--- src/rtl/hrhp_pkg.sv ---
// ----------------------------------------------------------------------------
// hrhp_pkg
// Types, constants and the per-byte parse functions shared by the request
// head parser modules.
// ----------------------------------------------------------------------------
`default_nettype none

package hrhp_pkg;

  localparam int PosBits = 16;
  localparam int CntBits = 8;

  typedef enum logic [2:0] {
    PH_METHOD  = 3'd0,
    PH_TARGET  = 3'd1,
    PH_VERSION = 3'd2,
    PH_NAME    = 3'd3,
    PH_VALUE   = 3'd4,
    PH_BODY    = 3'd5,
    PH_DONE    = 3'd6,
    PH_BAD     = 3'd7
  } phase_t;

  typedef enum logic [1:0] {
    ST_PARTIAL   = 2'd0,
    ST_COMPLETE  = 2'd1,
    ST_MALFORMED = 2'd2
  } status_t;

  localparam logic [0:0] REG_HEAD_LIMIT   = 1'd0;
  localparam logic [0:0] REG_HEADER_LIMIT = 1'd1;

  localparam logic [2:0] KIND_CL   = 3'b001;
  localparam logic [2:0] KIND_TE   = 3'b010;
  localparam logic [2:0] KIND_CONN = 3'b100;

  localparam logic [7:0] CH_CR    = 8'h0d;
  localparam logic [7:0] CH_LF    = 8'h0a;
  localparam logic [7:0] CH_SP    = 8'h20;
  localparam logic [7:0] CH_TAB   = 8'h09;
  localparam logic [7:0] CH_COLON = 8'h3a;
  localparam logic [7:0] CH_QUERY = 8'h3f;
  localparam logic [7:0] CH_ZERO  = 8'h30;
  localparam logic [7:0] CH_ONE   = 8'h31;
  localparam logic [7:0] CH_NINE  = 8'h39;

  // strings right-aligned in a 17 character field
  localparam logic [135:0] STR_VER   = 136'("HTTP/1.1");
  localparam logic [135:0] STR_CL    = 136'("content-length");
  localparam logic [135:0] STR_TE    = 136'("transfer-encoding");
  localparam logic [135:0] STR_CONN  = 136'("connection");
  localparam logic [135:0] STR_CLOSE = 136'("close");
  localparam logic [135:0] STR_KA    = 136'("keep-alive");

  localparam logic [PosBits-1:0] POS_MAX = {PosBits{1'b1}};
  localparam logic [CntBits-1:0] CNT_MAX = {CntBits{1'b1}};

  typedef struct packed {
    phase_t               phase;
    logic                 cr_pending;
    logic [PosBits-1:0]   byte_position;
    logic [15:0]          method_count;
    logic [15:0]          target_count;
    logic [15:0]          path_count;
    logic                 query_seen;
    logic [3:0]           version_index;
    logic                 version_minor_one;
    logic [CntBits-1:0]   header_total;
    logic [15:0]          name_count;
    logic                 name_last_blank;
    logic [2:0]           name_match_bits;
    logic [1:0]           value_match_bits;
    logic [4:0]           value_index;
    logic                 value_blank_pending;
    logic [4:0]           digit_count;
    logic [63:0]          digit_value;
    logic                 length_seen;
    logic [63:0]          declared_length;
    logic                 persist_flag;
    logic [63:0]          body_remaining;
    logic [PosBits-1:0]   head_end;
    logic [63:0]          total_sum;
  } parse_state_t;

  typedef struct packed {
    logic [15:0]        head_limit;
    logic [CntBits-1:0] header_limit;
  } limits_t;

  function automatic parse_state_t clear_state();
    parse_state_t s;
    s = '0;
    s.phase = PH_METHOD;
    s.name_match_bits = 3'b111;
    s.value_match_bits = 2'b11;
    return s;
  endfunction

  function automatic logic [7:0] char_at(logic [135:0] str, logic [4:0] n, logic [4:0] i);
    logic [7:0] sh;
    sh = 8'({3'd0, n} - 8'd1 - {3'd0, i}) << 3;
    return str[sh +: 8];
  endfunction

  function automatic logic [7:0] lower(logic [7:0] c);
    return (c >= 8'h41 && c <= 8'h5a) ? c + 8'd32 : c;
  endfunction

  function automatic logic is_blank(logic [7:0] c);
    return c == CH_SP || c == CH_TAB;
  endfunction

  function automatic logic [15:0] inc16(logic [15:0] v);
    return (v != 16'hffff) ? v + 16'd1 : v;
  endfunction

  function automatic logic keep(logic live, logic [135:0] str, logic [4:0] n,
                                logic [15:0] idx, logic [7:0] c);
    return live && idx < {11'd0, n} && char_at(str, n, idx[4:0]) == c;
  endfunction

  function automatic logic in_head(phase_t p);
    return p == PH_METHOD || p == PH_TARGET || p == PH_VERSION ||
           p == PH_NAME || p == PH_VALUE;
  endfunction

  function automatic parse_state_t start_line(parse_state_t si);
    parse_state_t s;
    s = si;
    s.phase = PH_NAME;
    s.name_count = '0;
    s.name_last_blank = 1'b0;
    s.name_match_bits = 3'b111;
    return s;
  endfunction

  function automatic parse_state_t content(parse_state_t si, logic [7:0] c,
                                           logic [CntBits-1:0] hdr_limit);
    parse_state_t s;
    logic [7:0]  l;
    logic [2:0]  k;
    logic [67:0] prod;
    s = si;
    l = lower(c);
    k = '0;
    prod = ({4'd0, s.digit_value} << 3) + ({4'd0, s.digit_value} << 1)
         + {60'd0, c - CH_ZERO};
    case (s.phase)
      PH_METHOD: begin
        if (c == CH_SP) s.phase = (s.method_count == '0) ? PH_BAD : PH_TARGET;
        else s.method_count = inc16(s.method_count);
      end
      PH_TARGET: begin
        if (c == CH_SP) begin
          if (s.target_count == '0) s.phase = PH_BAD;
          else begin
            s.phase = PH_VERSION;
            s.version_index = '0;
          end
        end else begin
          s.target_count = inc16(s.target_count);
          if (c == CH_QUERY && !s.query_seen) s.query_seen = 1'b1;
          else if (!s.query_seen) s.path_count = inc16(s.path_count);
        end
      end
      PH_VERSION: begin
        if (s.version_index >= 4'd8) s.phase = PH_BAD;
        else if (s.version_index == 4'd7) begin
          if (c == CH_ONE || c == CH_ZERO) begin
            s.version_minor_one = (c == CH_ONE);
            s.version_index = s.version_index + 4'd1;
          end else s.phase = PH_BAD;
        end else if (c != char_at(STR_VER, 5'd8, {1'b0, s.version_index})) begin
          s.phase = PH_BAD;
        end else s.version_index = s.version_index + 4'd1;
      end
      PH_NAME: begin
        if (c == CH_COLON) begin
          if (s.name_count == '0 || s.name_last_blank || s.header_total >= hdr_limit) begin
            s.phase = PH_BAD;
          end else begin
            if (s.header_total != CNT_MAX) s.header_total = s.header_total + 1'b1;
            if (s.name_match_bits[0] && s.name_count == 16'd14) k = KIND_CL;
            else if (s.name_match_bits[1] && s.name_count == 16'd17) k = KIND_TE;
            else if (s.name_match_bits[2] && s.name_count == 16'd10) k = KIND_CONN;
            if (k == KIND_TE) s.phase = PH_BAD;
            else begin
              s.name_match_bits = k;
              s.phase = PH_VALUE;
              s.value_match_bits = 2'b11;
              s.value_index = '0;
              s.value_blank_pending = 1'b0;
              s.digit_count = '0;
              s.digit_value = '0;
            end
          end
        end else begin
          s.name_match_bits[0] = keep(si.name_match_bits[0], STR_CL, 5'd14, si.name_count, l);
          s.name_match_bits[1] = keep(si.name_match_bits[1], STR_TE, 5'd17, si.name_count, l);
          s.name_match_bits[2] = keep(si.name_match_bits[2], STR_CONN, 5'd10, si.name_count,
                                      l);
          s.name_count = inc16(s.name_count);
          s.name_last_blank = is_blank(c);
        end
      end
      PH_VALUE: begin
        if (s.name_match_bits == KIND_CL) begin
          if (is_blank(c)) begin
            if (s.digit_count != '0) s.value_blank_pending = 1'b1;
          end else if (s.value_blank_pending || c < CH_ZERO || c > CH_NINE ||
                       s.digit_count >= 5'd20 || prod[67:64] != 4'd0) begin
            s.phase = PH_BAD;
          end else begin
            s.digit_value = prod[63:0];
            s.digit_count = s.digit_count + 5'd1;
          end
        end else if (s.name_match_bits == KIND_CONN) begin
          if (is_blank(c)) begin
            if (s.value_index != '0) s.value_blank_pending = 1'b1;
          end else begin
            if (s.value_blank_pending) s.value_match_bits = '0;
            s.value_match_bits[0] = keep(s.value_match_bits[0], STR_CLOSE, 5'd5,
                                         {11'd0, s.value_index}, l);
            s.value_match_bits[1] = keep(s.value_match_bits[1], STR_KA, 5'd10,
                                         {11'd0, s.value_index}, l);
            if (s.value_index != 5'd31) s.value_index = s.value_index + 5'd1;
          end
        end
      end
      default: ;
    endcase
    return s;
  endfunction

  function automatic parse_state_t end_line(parse_state_t si);
    parse_state_t s;
    logic [64:0]  sum;
    s = si;
    sum = {1'b0, s.declared_length} + {{(65-PosBits){1'b0}}, s.byte_position};
    case (s.phase)
      PH_VERSION: begin
        if (s.version_index != 4'd8) s.phase = PH_BAD;
        else begin
          s.persist_flag = s.version_minor_one;
          s = start_line(s);
        end
      end
      PH_NAME: begin
        if (s.name_count != '0) s.phase = PH_BAD;
        else begin
          s.head_end = s.byte_position;
          if (sum[64]) s.phase = PH_BAD;
          else begin
            s.total_sum = sum[63:0];
            s.body_remaining = s.declared_length;
            s.phase = (s.declared_length != '0) ? PH_BODY : PH_DONE;
          end
        end
      end
      PH_VALUE: begin
        if (s.name_match_bits == KIND_CL) begin
          if (s.digit_count == '0 ||
              (s.length_seen && s.digit_value != s.declared_length)) begin
            s.phase = PH_BAD;
          end else begin
            s.declared_length = s.digit_value;
            s.length_seen = 1'b1;
            s = start_line(s);
          end
        end else begin
          if (s.name_match_bits == KIND_CONN) begin
            if (s.value_match_bits[0] && s.value_index == 5'd5) s.persist_flag = 1'b0;
            else if (s.value_match_bits[1] && s.value_index == 5'd10) s.persist_flag = 1'b1;
          end
          s = start_line(s);
        end
      end
      default: s.phase = PH_BAD;
    endcase
    return s;
  endfunction

endpackage

`default_nettype wire

--- src/rtl/http_request_head_parser_core.sv ---
// ----------------------------------------------------------------------------
// http_request_head_parser_core
// Streaming request head checker: one byte in, one status word out.
// ----------------------------------------------------------------------------
//  channel   handshake               payload
//  input     in_valid / in_ready     data_byte, first_byte
//  output    out_valid / out_ready   status .. total_len
//  config    cfg_write               cfg_index, cfg_data
//
//  one request byte per cycle sustained while results are taken; each result
//  is registered: the input register feeds the step logic, whose output
//  loads the result register
//  the parse state advances in the same cycle the result register loads
//  synchronous reset clears control and the parse state, and loads default limits
//  a stalled output holds both stages; the input stage refills as soon as
//  the result is taken
`default_nettype none

module http_request_head_parser_core (
  input  wire  logic        clk,
  input  wire  logic        rst,
  input  wire  logic        in_valid,
  output logic              in_ready,
  input  wire  logic [7:0]  data_byte,
  input  wire  logic        first_byte,
  output logic              out_valid,
  input  wire  logic        out_ready,
  output logic [1:0]        status,
  output logic [15:0]       method_bytes,
  output logic [15:0]       target_bytes,
  output logic [15:0]       path_bytes,
  output logic              is_http11,
  output logic              conn_persist,
  output logic [7:0]        header_count,
  output logic [63:0]       body_length,
  output logic [15:0]       body_offset,
  output logic [63:0]       total_len,
  input  wire  logic        cfg_write,
  input  wire  logic [0:0]  cfg_index,
  input  wire  logic [15:0] cfg_data
);

  // configuration limits
  hrhp_pkg::limits_t limits;

  // input register
  logic       s1_valid;
  logic [7:0] s1_byte;
  logic       s1_first;

  // parse state
  hrhp_pkg::parse_state_t state;
  hrhp_pkg::parse_state_t state_next;

  logic advance;

  // result register moves when empty or being taken
  assign advance  = !out_valid || out_ready;
  assign in_ready = !s1_valid || advance;

  always_ff @(posedge clk) begin
    if (rst) begin
      limits.head_limit   <= 16'd8192;
      limits.header_limit <= 8'd32;
    end else if (cfg_write) begin
      unique case (cfg_index)
        hrhp_pkg::REG_HEAD_LIMIT:   limits.head_limit <= cfg_data;
        hrhp_pkg::REG_HEADER_LIMIT: limits.header_limit <= cfg_data[7:0];
        default: ;
      endcase
    end
  end

  always_ff @(posedge clk) begin
    if (rst) begin
      s1_valid <= 1'b0;
    end else if (in_ready) begin
      s1_valid <= in_valid;
    end
  end

  always_ff @(posedge clk) begin
    if (in_ready && in_valid) begin
      s1_byte  <= data_byte;
      s1_first <= first_byte;
    end
  end

  hrhp_step u_step (
    .cur        (state),
    .data_byte  (s1_byte),
    .first_byte (s1_first),
    .limits     (limits),
    .nxt        (state_next)
  );

  // state and result register load together when a request byte moves on
  always_ff @(posedge clk) begin
    if (rst) begin
      state     <= hrhp_pkg::clear_state();
      out_valid <= 1'b0;
    end else if (advance) begin
      out_valid <= s1_valid;
      if (s1_valid) state <= state_next;
    end
  end

  always_comb begin
    unique case (state.phase)
      hrhp_pkg::PH_BAD:  status = hrhp_pkg::ST_MALFORMED;
      hrhp_pkg::PH_DONE: status = hrhp_pkg::ST_COMPLETE;
      default:           status = hrhp_pkg::ST_PARTIAL;
    endcase
  end

  assign method_bytes = state.method_count;
  assign target_bytes = state.target_count;
  assign path_bytes   = state.path_count;
  assign is_http11    = state.version_minor_one;
  assign conn_persist = state.persist_flag;
  assign header_count = state.header_total;
  assign body_length  = state.declared_length;
  assign body_offset  = state.head_end;
  assign total_len    = (state.phase == hrhp_pkg::PH_DONE) ? state.total_sum : 64'd0;

  // a held input byte is never lost while the result stage is stalled
  a_hold_input: assert property (@(posedge clk) disable iff (rst)
    (s1_valid && !advance) |=> s1_valid)
    else $error("input stage dropped a request byte");

  // total length only shows on a complete request
  a_total_complete: assert property (@(posedge clk) disable iff (rst)
    (out_valid && total_len != 64'd0) |-> status == hrhp_pkg::ST_COMPLETE)
    else $error("total length outside complete status");

  // reset empties both stages
  a_reset_empty: assert property (@(posedge clk)
    rst |=> (!out_valid && !s1_valid))
    else $error("stages not empty after reset");

  // a complete request always carries the offset of its body
  a_done_offset: assert property (@(posedge clk) disable iff (rst)
    (out_valid && status == hrhp_pkg::ST_COMPLETE) |-> body_offset != 16'd0)
    else $error("complete request without body offset");

endmodule

`default_nettype wire

--- src/rtl/hrhp_step.sv ---
// ----------------------------------------------------------------------------
// hrhp_step
// Next parse state for one request byte.
// ----------------------------------------------------------------------------
`default_nettype none

module hrhp_step (
  input  wire hrhp_pkg::parse_state_t cur,
  input  wire logic [7:0]             data_byte,
  input  wire logic                   first_byte,
  input  wire hrhp_pkg::limits_t      limits,
  output hrhp_pkg::parse_state_t      nxt
);

  hrhp_pkg::parse_state_t s0;

  always_comb begin
    logic handled;
    hrhp_pkg::parse_state_t s;
    s0 = first_byte ? hrhp_pkg::clear_state() : cur;
    s = s0;
    handled = 1'b0;
    if (s.phase == hrhp_pkg::PH_BODY) begin
      s.body_remaining = s.body_remaining - 64'd1;
      if (s.body_remaining == '0) s.phase = hrhp_pkg::PH_DONE;
    end else if (hrhp_pkg::in_head(s.phase)) begin
      if (s.byte_position >= limits.head_limit) begin
        s.phase = hrhp_pkg::PH_BAD;
      end else begin
        if (s.byte_position != hrhp_pkg::POS_MAX) s.byte_position = s.byte_position + 1'b1;
        // held-back cr: either a line end or a plain content byte
        if (s.cr_pending) begin
          s.cr_pending = 1'b0;
          if (data_byte == hrhp_pkg::CH_LF) begin
            s = hrhp_pkg::end_line(s);
            handled = 1'b1;
          end else begin
            s = hrhp_pkg::content(s, hrhp_pkg::CH_CR, limits.header_limit);
            if (!hrhp_pkg::in_head(s.phase)) handled = 1'b1;
          end
        end
        if (!handled) begin
          if (data_byte == hrhp_pkg::CH_CR) s.cr_pending = 1'b1;
          else if (data_byte == hrhp_pkg::CH_LF) s = hrhp_pkg::end_line(s);
          else s = hrhp_pkg::content(s, data_byte, limits.header_limit);
        end
      end
    end
    nxt = s;
  end

endmodule

`default_nettype wire

--- config.mk ---
export PLATFORM = sky130hd
export DESIGN_NAME = http_request_head_parser_core
export DESIGN_NICKNAME = d
export VERILOG_FILES = /design/src/rtl/hrhp_pkg.sv /design/src/rtl/http_request_head_parser_core.sv /design/src/rtl/hrhp_step.sv
export SDC_FILE = /design/constraint.sdc
export NUM_CORES = 2
export LEC_CHECK = 0
export BUFFER_PORTS_ARGS = -buffer_cell sky130_fd_sc_hd__buf_2
export CORE_ASPECT_RATIO = 1.5
export CORE_MARGIN = 2
export CORE_UTILIZATION = 35
export DETAILED_ROUTE_END_ITERATION = 7
export PLACE_DENSITY = 0.47
export SYNTH_ARGS = -nofsm -noshare
export SYNTH_HDL_FRONTEND = slang
export SYNTH_SLANG_ARGS = --single-unit
--- constraint.sdc ---
create_clock -name clk -period 9.9 [get_ports clk]
set_clock_uncertainty 0.1 [all_clocks]
set_input_delay 1.485 -clock clk [delete_from_list [all_inputs] [get_ports clk]]
set_output_delay 1.485 -clock clk [all_outputs]
set_load 0.02 [all_outputs]
==> reports/qor.csv <==
stage,metric,value,unit
grt,Congestion Overflow GR,0,
pwr,sw frac,0.3168,
setup_path,"delay-heaviest family, CP",compound AO/OA/AOI/OAI gates,
sta,"Hold Vio Cnt, Final",0,
flow_run,max-cap viol count,1,
sta,RSZ-0062 raised after global routing,false,
drt,DR DRC count,0,
grt,largest net degree at the start of global routing,92,
pwr,Gate power share,0.138,
setup_path,Setup Crit Path Kind,reg -> reg,
logic_synthesis,YS warnings,0,
grt,first-pass GRT wire length,376.9,mm
clocking,clock root buffer,clkbuf_16,
layout,nets,6594,
clocking,Clock transition at path regs,60,ps
pwr,leakage power,19.13,nW
run_status,outcome,"finished, violations left",
drt,met3 WL post-DR,24.95,mm
placed_design,IO buf count,236,
drt,DR vias,52370,
layout,share of cells above drive strength 1,0.1137,
pwr,Reg power frac,0.379,
logic_synthesis,mapped cell area,0.04374,mm²
placed_design,Placer Congestion,1.059,
clocking,Post-CTS Setup Repair Bufs,0,
drt,drt wl/cell,33.96,µm
clocking,CTS H-tree lvls,2,
layout,Area Growth Syn to Fin,10.44,%
logic_synthesis,post-synth cell types,113,
floorplanning,die width,292.7,µm
floorplanning,starting density of the core,0.3535,
placed_design,DP Area,0.04635,mm²
sta,slew margin rel.,-0.03561,
logic_synthesis,synthesized net count,6610,
logic_synthesis,Mapped Cells,6324,
pwr,Clk network pwr share,0.483,
pwr,peak supply drop,0.0001383,V
sta,total negative slack,0,ps
logic_synthesis,Synth Register Bits,424,
sta,Max Clk Rate,0.1072,GHz
logic_synthesis,ys async rst share,0,
clocking,CTS tree,done,
grt,GRT Total Usage,0.4071,
setup_path,Crit path required time,10370,ps
placed_design,Detail Placement HPWL,204.7,mm
clocking,CTS hold repair buffers,0,
drt,Avg Vias per Cell,6.580,
sta,Worst Tran Pin Value,1539,ps
logic_synthesis,top_reg_cell synth,dfxtp_1,
setup_path,CP cell instances,clkinv_1 > ha_1 > nor4bb_2 > buf_4 > nand3_1 > nor3_1 > and2_0 > a2bb2oi_1 > ha_1 > o21ai_0 > nand2b_1 > a21oi_1 > o31ai_1 > a21o_1 > o221a_2 > and4_1 > nand4_1 > o31a_2 > buf_4 > nor3_1 > a211o_1 > o21ai_1 > a2111oi_0,
logic_synthesis,sequential fraction of the synthesis area,0.1961,
logic_synthesis,Syn Area/Cell,6.917,µm²
min_path,Hold/Removal Path Class,reg -> reg,
run_status,failing checks,"max-capacitance violations, max-slew violations",
setup_path,crit path buf inv count,3,
layout,fin area,0.04831,mm²
clocking,Skew-Pair Late Insertion Delay,700,ps
sta,PnR worst setup slack,571.5,ps
sta,setup violators final,0,
drt,drt pass-1 iters,8,
floorplanning,Die Ht,437.0,µm
floorplanning,I/O Pins,237,
sta,Period minus WS final,9329,ps
grt,initial antenna violation count,21,
clocking,PostCTS Resize Cnt,0,
pwr,Pwr per Cell Area,96.86,mW/mm²
floorplanning,CORE AREA,0.1238,mm²
setup_path,Setup crit end kind,flop,
drt,highest routed metal layer,met5,
pwr,internal power,3.197,mW
pwr,NetSw,1.482,mW
logic_synthesis,Post-synth EDFFs,9,
setup_path,"Slowest-stage cell, CP",nor3_1,
clocking,Num CTS Buffers,56,
drt,met2 WL,121.4,mm
clocking,CTS sink count,424,
sta,"Slew Viols, Final",3,
floorplanning,site row count,158,
grt,number of global-route vias before repair,49920,
setup_path,CP Max Fanout,30,
clocking,Clock Tree Buf Depth,3,
placed_design,post-place setup slack,1187,ps
drt,drt initial violations,5954,
setup_path,"slowest stage delay, CP",960,ps
setup_path,WP data arrival,9800,ps
sta,period utilisation layout,0.9423,
setup_path,Critical Path Start Type,flop,
drt,post-route ant nets,0,
drt,met1 WL,94.63,mm
floorplanning,die area,0.1279,mm²
drt,WL final,270.3,mm
-- logic make-up (layout without fill, tap and decap cells) --
group / after synthesis / after routing / synth area share
AO/OA/AOI/OAI: 1922 / 1922 / 0.2848
XOR/XNOR: 319 / 319 / 0.06387
adder cells (fa/ha/maj): 256 / 256 / 0.07454
buffers and inverters: 784 / 812 / 0.08138
flip-flops: 424 / 424 / 0.1961
multiplexers: 59 / 59 / 0.01416
other: 0 / 7 / 0
AND/OR/NAND/NOR: 2560 / 2560 / 0.2851
-- per-stage QoR --
stage	hold slack, ps	utilization	std cells	total power, mW
4_1_cts	354.8	0.3900	7950	4.664
2_1_floorplan	316.8	-	6324	2.183
5_1_grt	372.6	0.3903	7953	4.771
3_5_place_dp	346.3	0.3745	7848	2.434
3_3_place_gp	340.6	0.3745	7848	2.433
6_report	352.8	0.3904	7959	4.680
-- cells in the final DEF (no fill, tap or decap), drive strengths merged, types with 37 or more instances in the layout --
cell type	Yosys	layout
a211oi	72	72
a21o	98	98
a21oi	518	518
a22o	37	37
a22oi	145	145
a31oi	86	86
and2	47	47
and3	140	140
buf	242	495
clkbuf	327	80
dfxtp	415	415
ha	247	247
inv	213	216
mux2i	45	45
nand2	689	689
nand2b	57	57
nand3	209	209
nand4	116	116
nor2	669	669
nor2b	141	141
nor3	202	202
nor4	109	109
o211ai	48	48
o21ai	464	464
o22ai	62	62
xnor2	204	204
xor2	115	115
-- sequential cells by signal, summed over array words and instances, names as in the netlist --
name	flops
out_valid	1
path_bytes	16
method_bytes	16
header_count	8
s1_valid	1
is_http11	1
s1_first	1
conn_persist	1
s1_byte	8
body_length	64
body_offset	16
state	251
limits	24
target_bytes	16
-- layer usage --
| metal | up-vias | GRT usage |
|---|---|---|
| met5 | - | 0 |
| met4 | 14 | 0.3593 |
| met3 | 1109 | 0.09809 |
| met2 | 3217 | 0.6593 |
| met1 | 25150 | 0.4427 |
| li1 | 22880 | - |
-- Yosys cell counts (22+ instances only) --
| cell | n | share of area |
|---|---|---|
| a22oi_1 | 145 | 0.025 |
| xnor2_1 | 204 | 0.041 |
| buf_2 | 61 | 0.0070 |
| or2_2 | 22 | 0.0031 |
| a211oi_1 | 72 | 0.012 |
| nand2b_1 | 57 | 0.0082 |
| nand4_1 | 114 | 0.016 |
| nor2b_1 | 141 | 0.020 |
| or3_1 | 31 | 0.0044 |
| a21oi_1 | 516 | 0.059 |
| mux2i_1 | 45 | 0.010 |
| o21ai_0 | 440 | 0.050 |
| nand2_1 | 687 | 0.059 |
| o21ai_1 | 23 | 0.0026 |
| and2_1 | 45 | 0.0064 |
| o21a_1 | 34 | 0.0058 |
| nor3_1 | 196 | 0.022 |
| and3_1 | 140 | 0.020 |
| a21o_1 | 98 | 0.017 |
| nor3b_1 | 22 | 0.0038 |
| o31ai_1 | 33 | 0.0057 |
| clkbuf_1 | 327 | 0.028 |
| nand3_1 | 209 | 0.024 |
| or4_1 | 23 | 0.0039 |
| a22o_1 | 37 | 0.0074 |
| inv_1 | 209 | 0.018 |
| buf_4 | 142 | 0.024 |
| o211ai_1 | 48 | 0.0082 |
| nor2_1 | 668 | 0.057 |
| xor2_1 | 115 | 0.023 |
| buf_1 | 38 | 0.0033 |
| a211o_1 | 24 | 0.0048 |
| nor4_1 | 105 | 0.015 |
| dfxtp_1 | 415 | 0.19 |
| o22ai_1 | 62 | 0.0089 |
| a31oi_1 | 85 | 0.012 |
| o21bai_1 | 27 | 0.0046 |
| ha_1 | 247 | 0.071 |
-- power groups by stage --
| stage | logic (mW) | registers, mW | clock network [mW] |
|---|---|---|---|
| floorplan | 0.394 | 1.79 | 0 |
| global placement | 0.622 | 1.81 | 0 |
| detailed placement | 0.623 | 1.81 | 0 |
| CTS | 0.625 | 1.77 | 2.27 |
| global route | 0.681 | 1.78 | 2.31 |
| finish | 0.646 | 1.77 | 2.26 |
-- final cells by class --
class | count | area, µm²
fill | 13440 | 75440
multi-input combinational | 5116 | 31820
clock buffer | 80 | 1665
sequential | 424 | 8579
tap | 1600 | 2002
clock inverter | 22 | 250.2
timing repair buffer | 495 | 3168
inverter | 215 | 812.0
antenna | 7 | 17.52
-- final timing paths --
path / from / depth (start not counted) / end / slack (ps)
max reg2reg: s1_byte[4] / 23 / state[139] / 570
min: limits[16] / 2 / limits[16] / 350
min reg2reg: limits[16] / 2 / limits[16] / 350
max: s1_byte[4] / 23 / state[139] / 570
-- worst register-to-register path, stage by stage, from the launching register on --
cell	delay (ps)
edfxtp_1	710
clkinv_1	350
ha_1	250
nor4bb_2	420
buf_4	260
nand3_1	150
nor3_1	960
and2_0	670
a2bb2oi_1	830
ha_1	330
o21ai_0	100
nand2b_1	150
a21oi_1	140
o31ai_1	680
a21o_1	340
o221a_2	280
and4_1	360
nand4_1	340
o31a_2	660
buf_4	330
nor3_1	200
a211o_1	140
o21ai_1	60
a2111oi_0	390
Note: power is estimated with default switching activity, not from simulation.
